[src/rtl/chbm_pkg.sv]
`default_nettype none
package chbm_pkg;

  // Field and register widths
  localparam int CH_BITS      = 8;
  localparam int Q_BITS       = 16;
  localparam int CFG_IDX_BITS = 2;
  localparam int REQ_BITS     = 2;
  localparam int QUO_BITS     = 2 * Q_BITS;

  // Default structural parameters
  localparam int BITS_PER_CHANNEL_DEF = 4;
  localparam int COUNT_BITS_DEF       = 20;

  // Register reset values
  localparam logic [Q_BITS-1:0] ALPHA_RESET     = 16'd655;
  localparam logic [Q_BITS-1:0] THRESHOLD_RESET = 16'd66;
  localparam logic [Q_BITS-1:0] WARMUP_RESET    = 16'd100;

  // Configuration register indexes
  typedef enum logic [CFG_IDX_BITS-1:0] {
    CFG_ALPHA     = 2'd0,
    CFG_THRESHOLD = 2'd1,
    CFG_WARMUP    = 2'd2
  } cfg_idx_t;

  // Request codes
  typedef enum logic [REQ_BITS-1:0] {
    REQ_SAMPLE   = 2'd0,
    REQ_CLASSIFY = 2'd1,
    REQ_UPDATE   = 2'd2
  } req_t;

endpackage
`default_nettype wire

[src/rtl/chbm_div.sv]
`default_nettype none
module chbm_div #(
  parameter int COUNT_BITS = chbm_pkg::COUNT_BITS_DEF
) (
  input  wire                            clk,
  input  wire                            rst,
  input  wire                            start,
  input  wire [COUNT_BITS-1:0]           num_hi,
  input  wire [chbm_pkg::QUO_BITS-1:0]   num_lo,
  input  wire [COUNT_BITS-1:0]           den,
  output logic                           done,
  output logic [chbm_pkg::QUO_BITS-1:0]  quo
);
  import chbm_pkg::*;

  localparam int STEP_BITS = $clog2(QUO_BITS);

  logic                 busy;
  logic [STEP_BITS-1:0] step;
  logic [COUNT_BITS-1:0] rem;
  logic [QUO_BITS-1:0]  lo;
  logic [COUNT_BITS:0]  trial;
  logic                 fits;

  // Restoring division, one quotient bit per cycle; num_hi < den on entry
  assign trial = {rem, lo[QUO_BITS-1]};
  assign fits  = trial >= {1'b0, den};

  always_ff @(posedge clk) begin
    if (rst) begin
      busy <= 1'b0;
      done <= 1'b0;
      step <= '0;
    end else begin
      done <= 1'b0;
      if (start && !busy) begin
        busy <= 1'b1;
        step <= '0;
      end else if (busy) begin
        step <= step + 1'b1;
        if (step == STEP_BITS'(QUO_BITS - 1)) begin
          busy <= 1'b0;
          done <= 1'b1;
        end
      end
    end
  end

  // Hold the partial remainder and shift in quotient bits
  always_ff @(posedge clk) begin
    if (start && !busy) begin
      rem <= num_hi;
      lo  <= num_lo;
    end else if (busy) begin
      lo  <= {lo[QUO_BITS-2:0], 1'b0};
      quo <= {quo[QUO_BITS-2:0], fits};
      if (fits) begin
        rem <= COUNT_BITS'(trial - {1'b0, den});
      end else begin
        rem <= trial[COUNT_BITS-1:0];
      end
    end
  end

endmodule
`default_nettype wire

[config.mk]
export PLATFORM = sky130hd
export DESIGN_NAME = chbm_div
export DESIGN_NICKNAME = d
export VERILOG_FILES = /design/src/rtl/chbm_pkg.sv /design/src/rtl/chbm_div.sv
export SDC_FILE = /design/constraint.sdc
export NUM_CORES = 1
export LEC_CHECK = 0
export ABC_CLOCK_PERIOD_IN_PS = 3000
export BUFFER_PORTS_ARGS = -buffer_cell sky130_fd_sc_hd__clkbuf_2
export CAP_MARGIN = 30
export CORE_MARGIN = 1
export CORE_UTILIZATION = 23
export DETAILED_ROUTE_END_ITERATION = 7
export PLACE_DENSITY = 0.53
export SYNTH_ARGS = -nofsm -noshare
export SYNTH_HDL_FRONTEND = slang
export SYNTH_SLANG_ARGS = --single-unit
[constraint.sdc]
create_clock -name clk -period 3 [get_ports clk]
set_clock_uncertainty 0.1 [all_clocks]
set_input_delay 0.9 -clock clk [delete_from_list [all_inputs] [get_ports clk]]
set_output_delay 0.9 -clock clk [all_outputs]
set_load 0.005 [all_outputs]
## Word level (Yosys, flattened, before mapping)

Index checks and enable logic that the tools add are counted.

| storage, ports and cells | value |
|---|---|
| bits in registers | 91 |
| latch bits | 0 |
| bits in writable memories | 0 |
| bits in read-only memories | 0 |
| input port bits | 75 |
| output and inout port bits | 33 |
| logic and storage cells | 27 |
| memories | 0 |

| cells by class | value |
|---|---|
| $add $sub $neg | 2 |
| multipliers | 0 |
| divide/modulo/power cells | 0 |
| $lt $le $gt $ge | 1 |
| equality and inequality tests | 1 |
| shift operators | 0 |
| muxes and demuxes | 9 |
| bitwise gates (word level) | 2 |
| reductions and logical operators | 6 |

Operators by type and width:

| kind | number |
|---|---|
| $mux W32 | 2 |
| $mux W20 | 3 |
| $ge A21 B20 Y1 | 1 |
| $sub A20 B20 Y20 | 1 |
| $add A5 B1 Y5 const B | 1 |
| $eq A5 B5 Y1 const B | 1 |
| $mux W1 | 4 |
| $reduce_or A3 Y1 | 1 |
| $not A1 Y1 | 2 |
| $reduce_and A2 Y1 | 1 |
| $reduce_bool A2 Y1 | 1 |
| $reduce_or A2 Y1 | 1 |
| $logic_and A1 B1 Y1 | 1 |
| $logic_not A1 Y1 | 1 |

## Longest topological paths before layout

Gate-level depths: netlist of the first run.

| depth | value |
|---|---|
| depth after elaboration | 4 |
| depth in mapped cells | 12 |
| gate-level depth less buffers | 11 |

## Worst setup path after synthesis of the first run

No wires, ideal clock.

| path | value |
|---|---|
| path kind | input-to-reg |
| start | in den[6] |
| end | reg rem[10], data pin |
| library setup time | 270 ps |
| data arrival time | 2,735 ps |
| slack | -105 ps |
| stages | 12 |
| buffers on the path | 2 |
| cell sequence | inv_1 > ha_1 > buf_6 > a211oi_2 > nand2_1 > a31o_1 > a31o_4 > a31oi_4 > inv_4 > buf_6 > mux2i_1 > a21oi_1 |

| between the ends | value |
|---|---|
| longest elaborated chain between the ends | 4 |

Ends and longest elaborated chain:

| element | RTL line | source |
|---|---|---|
| start: declaration | chbm_div.sv:10 | `input wire [COUNT_BITS-1:0] den,` |
| $ge A21 B20 Y1 | chbm_div.sv:27 | `assign fits = trial >= {1'b0, den};` |
| net fits | chbm_div.sv:23 | `logic fits;` |
| $mux W20 | chbm_div.sv:57 | `if (fits) begin` |
| $mux W20 | chbm_div.sv:54 | `end else if (busy) begin` |
| $mux W20 | chbm_div.sv:51 | `if (start && !busy) begin` |
| end signal: assignment | chbm_div.sv:52 | `rem <= num_hi;` |
| end signal: assignment | chbm_div.sv:58 | `rem <= COUNT_BITS'(trial - {1'b0, den});` |
| end signal: assignment | chbm_div.sv:60 | `rem <= trial[COUNT_BITS-1:0];` |
| end: declaration | chbm_div.sv:20 | `logic [COUNT_BITS-1:0] rem;` |

The timed path passes the listed nets, and every way through them passes these cells. The select of a mux whose other input is x is not followed.
A chain may end at the register's enable or synchronous reset.

## Final worst setup path of the first run

| path | value |
|---|---|
| start | in den[0] |
| end | reg rem[12], data pin |

| between the ends | value |
|---|---|
| longest elaborated chain between the ends | 4 |

Ends and longest elaborated chain:

| element | RTL line |
|---|---|
| $sub A20 B20 Y20 / $ge A21 B20 Y1 (equally long branches) | chbm_div.sv:58, chbm_div.sv:27 |
| $mux W20 * | chbm_div.sv:57 |
| $mux W20 * | chbm_div.sv:54 |
| $mux W20 * | chbm_div.sv:51 |

Mark *: on every way between the ends. The rest lies on a longest branch, timed or not. The select of a mux whose other input is x is not followed.

==> results.cfg, run 1 <==
[synth]
synth_xor_area_share_pct = 3.28
yosys-mux-area-fraction_pct = 2.71
synth_top_family_by_area = simple AND/OR/NAND/NOR gates
synth_seq_cells = 91
synthCells = 462
synthAdderAreaFrac_pct = 6.15
synth_enable_flop_cells = 84
synth_compound_area_share_pct = 11.3
avgSynthCellArea_um2 = 10.4
synth_simple_gate_area_share_pct = 17.1
synth_seq_area_share_pct = 55.4
async_reset_ff_share_pct = 0
synth_cell_types = 49
syn_area_um2 = 4800
yosys_warnings = 0
syn_nets = 560
synth_ff_type = edfxtp_1

[critical_path]
arrival_ns = 2.86
r2r_setup_slack_ns = 0.27
worst_r2r_startpoint = lo[31]
critPathMaxFanout = 3
rr_worst_depth = 11
rr_endpoint = rem[12]
cp-end-kind = flip-flop
crit_path_start_kind = primary input
criticalPathCategory = in -> reg
required_ns = 3.00

[timing]
relSlewSlack_pct = 51.5
finalSetupViolations = 0
min_period_over_period_pct = 95.4
fmax_ghz = 0.349
report.final.slew_viol_count = 0
worst_slew_pin_slew_ns = 0.728
hold_violations = 0
min_period_ns = 2.86

[cts]
cts_tree = done
root_buffer = clkbuf_16
htreeDepth = 3
clk_pin_slew_ns = 0.07
post-cts-setup-buffers = 0
insertion_delay_ns = 0.34
cts_hold_buf = 0
clkSinkCount = 91
cts_buffers = 9
cts_max_path_buffers = 2
ctsResizeCount = 0

[floorplanning]
pin_count = 108
dieArea_um2 = 21500
initial_core_util_pct = 23.6
core_area_um2 = 20400
die_h_um = 147
row_count = 52
die_w_um = 147

[placement]
place_area_um2 = 6090
hpwl_um = 9040
port_buffers = 107
routabilityCongestion = 0.817

[layout]
drive_above_1_share_pct = 33.1
antenna_cells = 0
area_growth_pct = 32.7
final_nets = 715
final_area_um2 = 6370

[global_routing]
grt_use_met1_pct = 16.7
overflow = 0
use_met3_pct = 2.88
met2_usage_pct = 17.9
grt_max_degree = 53
antenna_found_initial = 0
grt_busiest_layer = met2
grt_pass1_wl_um = 19600
grt_pass1_vias = 3751
grt_usage_pct = 11.9

[power]
total_power_mw = 5.46
p_seq_share_pct = 33.7
pwr-share-comb_pct = 46.3
power.density_nw_per_um2 = 856
switching_share_pct = 35.2
leakage_nw = 2.83
switchingPower_mw = 1.92
irDropWorstVdd_mv = 0.306
p_int_mw = 3.53
pwr-share-clk_pct = 20.0

[routing]
drtPass1Iterations = 4
vias = 3803
postRouteAntennaNets = 0
drt_wl_total_um = 12300
drc = 0
dr.first_iter.drc_count = 208
avgViaCountPerCell = 4.26
routedWlPerCell_um = 13.7

[hold_path]
min_from = quo[23]
hold_depth = 0
hold_end = quo[24]
hold_class = reg -> reg

[flow_run]
max_cap_viol_count = 0

[status]
status = completed
[worst max path at each step]
stage	to	slack [ns]	from
after floorplan	rem[10]	0.005	den[1]
after global placement	rem[16]	-0.18	den[15]
after detailed placement	rem[12]	-0.24	den[0]
after CTS	rem[12]	0.15	den[0]
after global routing	rem[16]	-0.02	den[15]
final	rem[12]	0.14	den[0]
[logic make-up after synthesis]
logic type,count (synthesis)
adder cells (fa/ha/maj),23
multiplexers,13
AO/OA/AOI/OAI,83
XOR/XNOR,18
buffers and inverters,45
flip-flops,91
AND/OR/NAND/NOR,189
[worst max-delay path: stages]
cell and delay (ns):
clkbuf_2 0.08, ha_1 0.16, inv_1 0.06, fa_1 0.40
nand3_1 0.10, nand2_1 0.11, a31oi_2 0.25, o21ai_1 0.13
a21boi_0 0.23, xnor2_1 0.11, a221o_1 0.32
[area by class of cell]
| type | instances | area [µm²] |
|---|---|---|
| Inverter | 23 | 88.8 |
| Tap cell | 270 | 338 |
| Clock inverter | 7 | 50.0 |
| Timing Repair Buffer | 166 | 978 |
| Sequential cell | 91 | 2660 |
| Multi-Input combinational cell | 326 | 2030 |
| Fill cell | 2122 | 14000 |
| Clock buffer | 9 | 225 |
[layout by cell type (no fill, tap or decap), drive strengths merged, types with 3 or more instances in the layout]
| cell type | instances |
|---|---|
| nand2 | 120 |
| clkbuf | 116 |
| edfxtp | 84 |
| buf | 59 |
| a21oi | 31 |
| inv | 25 |
| nor2 | 22 |
| ha | 22 |
| o21ai | 20 |
| mux2i | 13 |
| nor3 | 10 |
| xor2 | 9 |
| xnor2 | 9 |
| a31oi | 8 |
| dfxtp | 7 |
| and3 | 7 |
| nand4 | 6 |
| and2 | 6 |
| nand3 | 4 |
| nand2b | 4 |
| a211oi | 4 |
| a21o | 3 |
| nor2b | 3 |
| clkinv | 3 |
[layer usage]
layer	wire length (µm)	share of wire, %
met5	0	0
met4	160	1.3
met3	628	5.1
met2	5390	44
met1	6070	50
[synthesized netlist by cell type (3+ instances only)]
master    count  area [µm²]
xor2_1        9        78.8
a21o_1        3        22.5
a31oi_1       7        43.8
nor2b_1       3        18.8
buf_2         3        15.0
clkbuf_1     16        60.1
mux2i_1      13         130
a211oi_1      3        22.5
edfxtp_1     84        2520
dfxtp_1       7         140
o21ai_1       7        35.0
nand2_1     120         450
buf_6         3        33.8
and3_1        4        25.0
nand2b_1      4        25.0
inv_1        22        82.6
o21ai_0      13        65.1
ha_1         22         275
nand4_1       6        37.5
and3_2        3        22.5
nand3_1       4        20.0
a21oi_1      30         150
and2_1        6        37.5
nor2_1       22        82.6
nor3_1       10        50.1
xnor2_1       9        78.8
[state kept, by name, indices dropped and copies added, names as in the netlist]
name,count
lo,32
quo,32
rem,20
step,5
busy,1
done,1
[per-stage QoR]
step	TNS (ns)	hold slack, ns	util (%)	setup WS [ns]	std cells
after floorplan	0	0.352	-	0.00473	462
after global placement	-2.67	0.331	29.9	-0.182	876
after detailed placement	-3.34	0.332	29.9	-0.241	876
after CTS	0	0.355	31.2	0.147	892
after global routing	-0.0371	0.365	31.3	-0.0164	892
final	0	0.350	31.3	0.137	892
[power by group through the flow]
stage / Sequential (mW) / Combinational, mW / Clock [mW]
6_report: 1.84 / 2.53 / 1.09
5_1_grt: 1.86 / 2.83 / 1.18
4_1_cts: 1.84 / 2.53 / 1.14
3_5_place_dp: 1.87 / 2.52 / 0
3_3_place_gp: 1.86 / 2.53 / 0
2_1_floorplan: 1.82 / 1.64 / 0
Note: power is estimated with default switching activity, not from simulation.
==> run 2: changes to the inputs <==
==> config.mk (replaced) <==
export PLATFORM = sky130hd
export DESIGN_NAME = chbm_div
export DESIGN_NICKNAME = d
export VERILOG_FILES = /design/src/rtl/chbm_pkg.sv /design/src/rtl/chbm_div.sv
export SDC_FILE = /design/constraint.sdc
export NUM_CORES = 1
export LEC_CHECK = 0
export ABC_CLOCK_PERIOD_IN_PS = 2750
export BUFFER_PORTS_ARGS = -buffer_cell sky130_fd_sc_hd__buf_4
export CAP_MARGIN = 30
export CORE_MARGIN = 1
export CORE_UTILIZATION = 23
export DETAILED_ROUTE_END_ITERATION = 7
export GPL_TIMING_DRIVEN = 0
export PLACE_DENSITY = 0.52
export SYNTH_ARGS = -nofsm -noshare
export SYNTH_HDL_FRONTEND = slang
export SYNTH_SLANG_ARGS = --single-unit
==> constraint.sdc (replaced) <==
create_clock -name clk -period 2.75 [get_ports clk]
set_clock_uncertainty 0.1 [all_clocks]
set_input_delay 0.825 -clock clk [delete_from_list [all_inputs] [get_ports clk]]
set_output_delay 0.825 -clock clk [all_outputs]
set_load 0.005 [all_outputs]
==> results.cfg, run 2 (synthesis results as in run 1) <==
[status]
status = finished, violations left
violations = setup timing

[flow_run]
max_cap_viol_count = 0

[cts]
cts_max_path_buffers = 2
clkSinkCount = 91
htreeDepth = 3
cts_tree = done
cts_hold_buf = 0
clk_pin_slew_ns = 0.07
cts_buffers = 9
insertion_delay_ns = 0.34
root_buffer = clkbuf_16

[placement]
port_buffers = 107
hpwl_um = 9410
place_inst = 840
routabilityCongestion = 0.861

[routing]
avgViaCountPerCell = 4.41
vias = 3885
routedWlPerCell_um = 15.0
drtPass1Iterations = 4
drt_wl_total_um = 13200
dr.first_iter.drc_count = 231
drc = 0
postRouteAntennaNets = 0

[timing]
report.final.slew_viol_count = 0
hold_violations = 0
setup_ws_ns = -0.0277
rsz0062_at_grt = yes
fmax_ghz = 0.360
relSlewSlack_pct = 46.3
min_period_over_period_pct = 101
finalSetupViolations = 3
worst_slew_pin_slew_ns = 0.806
finalSetupTns_ns = -0.0433
min_period_ns = 2.78

[layout]
fin_cells = 880
final_nets = 703
largestRegisters = lo (32), quo (32), rem (20)
area_growth_pct = 46.4
drive_above_1_share_pct = 37.7
final_common_cell = buf_4
mostFrequentLayoutCells = 127 x buf_4, 112 x nand2_1, 84 x edfxtp_1
utilization_pct = 34.5
antenna_cells = 0

[power]
total_power_mw = 6.85
irDropWorstVdd_mv = 0.378
leakage_nw = 2.89
power.density_nw_per_um2 = 974

[floorplanning]
core_area_um2 = 20400
pin_count = 108
die_w_um = 147
die_h_um = 147
row_count = 52
dieArea_um2 = 21500
initial_core_util_pct = 23.6

[critical_path]
critPathMaxFanout = 6
required_ns = 2.72
criticalPathCategory = in -> reg
crit_path_start_kind = primary input
arrival_ns = 2.75
cp-end-kind = flip-flop

[global_routing]
overflow = 0
grt_max_degree = 33
grt_usage_pct = 12.2
grt_pass1_vias = 3906
antenna_found_initial = 0
grt_pass1_wl_um = 20200

[hold_path]
hold_class = reg -> reg
-- run 2: final timing paths --
kind | startpoint | to | slack (ns) | depth (start not counted)
worst min-delay path | quo[4] | quo[5] | 0.35 | 0
worst min register to register | quo[4] | quo[5] | 0.35 | 0
worst max register to register | rem[12] | rem[19] | 0.06 | 11
worst max-delay path | den[4] | rem[19] | -0.03 | 12
-- run 2: metrics by stage --
| stage | hold WS [ns] | worst slack, ns | cell area [µm²] |
|---|---|---|---|
| 5_1_grt | 0.355 | -0.120 | 7030 |
| 3_5_place_dp | 0.335 | -0.594 | 6110 |
| 2_1_floorplan | 0.352 | -0.109 | 4950 |
| 3_3_place_gp | 0.329 | -0.586 | 6090 |
| 6_report | 0.350 | -0.0277 | 7030 |
| 4_1_cts | 0.352 | -0.00971 | 6610 |
-- run 2: power by group --
part	leakage, nW	internal [mW]	switching (mW)
Sequential	0.891	1.86	0.194
Combinational	1.84	1.78	1.66
Clock	0.151	0.800	0.557
Total	2.89	4.44	2.41
-- run 2: final cells by class --
type	instances	area, µm²
fill	2066	13300
sequential	91	2660
multi-input combinational	326	2410
timing repair buffer	135	1080
tap	270	338
clock buffer	10	229
buffer	19	123
inverter	23	101
clock inverter	6	88.8
-- run 2: timing repair --
item | in CTS | in global routing
pin swaps | 17 | 25
resized for setup | 25 | 63
buffers inserted | 10 | 16
endpoints found under the setup margin | 19 | 20
gates cloned | 0 | 1
-- run 2: critical path, stage by stage --
cell and delay (ns):
buf_4 0.08, inv_2 0.04, ha_4 0.28, nand4_1 0.19
nor4_4 0.33, a311oi_1 0.14, o21ai_1 0.15, a31oi_4 0.10
buf_6 0.19, buf_12 0.13, a31oi_1 0.19, o31ai_1 0.10
-- run 2: layer usage --
layer	vias to the layer above	part of all wire (%)	global-route usage, %
li1	1917	-	-
met3	28	4.9	2.69
met1	1834	44	15.3
met5	-	0	0
met4	0	3.0	5.05
met2	106	49	20.2
==> run 3: changes to the inputs <==
--- a/config.mk
+++ b/config.mk
@@ -8,11 +8,14 @@
 export ABC_CLOCK_PERIOD_IN_PS = 2750
 export BUFFER_PORTS_ARGS = -buffer_cell sky130_fd_sc_hd__buf_4
 export CAP_MARGIN = 30
+export CELL_PAD_IN_SITES_DETAIL_PLACEMENT = 1
+export CELL_PAD_IN_SITES_GLOBAL_PLACEMENT = 2
 export CORE_MARGIN = 1
 export CORE_UTILIZATION = 23
 export DETAILED_ROUTE_END_ITERATION = 7
 export GPL_TIMING_DRIVEN = 0
-export PLACE_DENSITY = 0.52
+export PLACE_DENSITY = 0.69
+export SKIP_CTS_REPAIR_TIMING = 1
 export SYNTH_ARGS = -nofsm -noshare
 export SYNTH_HDL_FRONTEND = slang
 export SYNTH_SLANG_ARGS = --single-unit
==> results.cfg, run 3 (synthesis results as in run 1) <==
[routing]
postRouteAntennaNets = 0
drtPass1Iterations = 4
drc = 0
avgViaCountPerCell = 4.45
drt_wl_total_um = 14200
routedWlPerCell_um = 16.3
vias = 3894
dr.first_iter.drc_count = 142

[hold_path]
hold_depth = 0
min_from = quo[16]
hold_end = quo[17]
hold_class = reg -> reg

[layout]
utilization_pct = 33.6
final_nets = 699
fillCellCount = 2286
register_area_um2 = 2660
mostFrequentLayoutCells = 121 x buf_4, 114 x nand2_1, 84 x edfxtp_1
antenna_cells = 0
fin_cells = 876
drive_above_1_share_pct = 35.3
area_growth_pct = 42.4
largestRegisters = lo (32), quo (32), rem (20)
final_common_cell = buf_4
multiInputGateArea_um2 = 2270

[global_routing]
overflow = 0
grt_usage_pct = 13.0
grt_pass1_vias = 4051
grt_max_degree = 33
grt_pass1_wl_um = 21600
antenna_found_initial = 0

[cts]
clk_pin_slew_ns = 0.07
root_buffer = clkbuf_16
cts_max_path_buffers = 2
insertion_delay_ns = 0.35
clkSinkCount = 91
htreeDepth = 3
cts_tree = done
cts_buffers = 9

[timing]
setup_ws_ns = -0.155
hold_violations = 0
min_period_ns = 2.91
fmax_ghz = 0.344
min_period_over_period_pct = 106
report.final.slew_viol_count = 0
whs_ns = 0.352
finalSetupViolations = 20
relSlewSlack_pct = 44.0
rsz0062_at_grt = yes
worst_slew_pin_slew_ns = 0.841

[power]
irDropWorstVdd_mv = 0.323
leakage_nw = 2.84
total_power_mw = 6.55
power.density_nw_per_um2 = 957

[critical_path]
critPathMaxFanout = 7
required_ns = 2.72
cp-end-kind = flip-flop
crit_path_start_kind = primary input
max_stage_delay_ns = 0.33
crit_slowest_cell = a31oi_4
r2r_setup_slack_ns = -0.02
rr_endpoint = rem[11]
arrival_ns = 2.88
worst_r2r_startpoint = rem[5]
rr_worst_depth = 10
crit_start = den[6]
crit_chain = buf_8, inv_8, ha_4, a211oi_2, nand2_2, a31o_1, a31o_4, a31oi_4, inv_4, clkbuf_16, mux2i_1, o21ai_1
criticalPathCategory = in -> reg

[floorplanning]
die_w_um = 147
pin_count = 108
core_area_um2 = 20400
initial_core_util_pct = 23.6
row_count = 52
die_h_um = 147
dieArea_um2 = 21500

[status]
violations = setup timing
status = finished, violations left

[placement]
place_inst = 840
routabilityCongestion = 0.788
port_buffers = 107
hpwl_um = 10200

[flow_run]
max_cap_viol_count = 0
run 3: changes by cell type in the layout (fill, tap and decap cells not counted), moves of 3 or more:
cell / before / now
nand2_4: 3 / 0
mux2i_1: 10 / 13
o21ai_1: 6 / 3
o21ai_2: 1 / 4
ha_4: 15 / 11
buf_4: 127 / 121
mux2i_4: 3 / 0
ha_1: 5 / 8
run 3: stage by stage:
| step | setup slack (ns) | TNS, ns | area, µm² |
|---|---|---|---|
| after floorplan | -0.109 | -1.25 | 4950 |
| after global placement | -0.635 | -11.12 | 6090 |
| after detailed placement | -0.696 | -12.17 | 6110 |
| after CTS | -0.325 | -4.36 | 6410 |
| after global routing | -0.201 | -3.08 | 6840 |
| final | -0.155 | -1.94 | 6840 |
run 3: area by class of cell:
| class | instances | share of cell area [%] |
|---|---|---|
| Tap cell | 270 | 4.94 |
| Clock buffer | 9 | 3.29 |
| Buffer | 20 | 1.77 |
| Multi-Input combinational cell | 326 | 33.2 |
| Sequential cell | 91 | 38.9 |
| Clock inverter | 7 | 1.08 |
| Inverter | 23 | 1.48 |
| Timing Repair Buffer | 130 | 15.3 |
run 3: worst max-delay path: cells and delay by family:
family,cells,cell delay [ns]
compound gates,5,1.16
buf+inv,4,0.39
fa+ha+maj,1,0.24
mux,1,0.14
simple gates,1,0.13
run 3: worst max path at each step:
stage / endpoint / cells after the start
after global routing: rem[11] / 12
after global placement: rem[6] / 13
after CTS: rem[8] / 13
final: rem[11] / 12
after floorplan: rem[10] / 12
after detailed placement: rem[8] / 13
run 3: layer usage:
layer	track usage [%]	share of wire (%)	up-vias
li1	-	-	1917
met1	16.4	45	1889
met2	21.8	49	77
met3	3.72	5.3	11
met4	2.97	1.0	0
met5	0	0	-
run 3: report_power, final:
part	switching [mW]	internal (mW)	total, mW
logic	1.63	1.61	3.24
clock network	0.567	0.712	1.28
registers	0.167	1.86	2.03
total	2.36	4.18	6.55
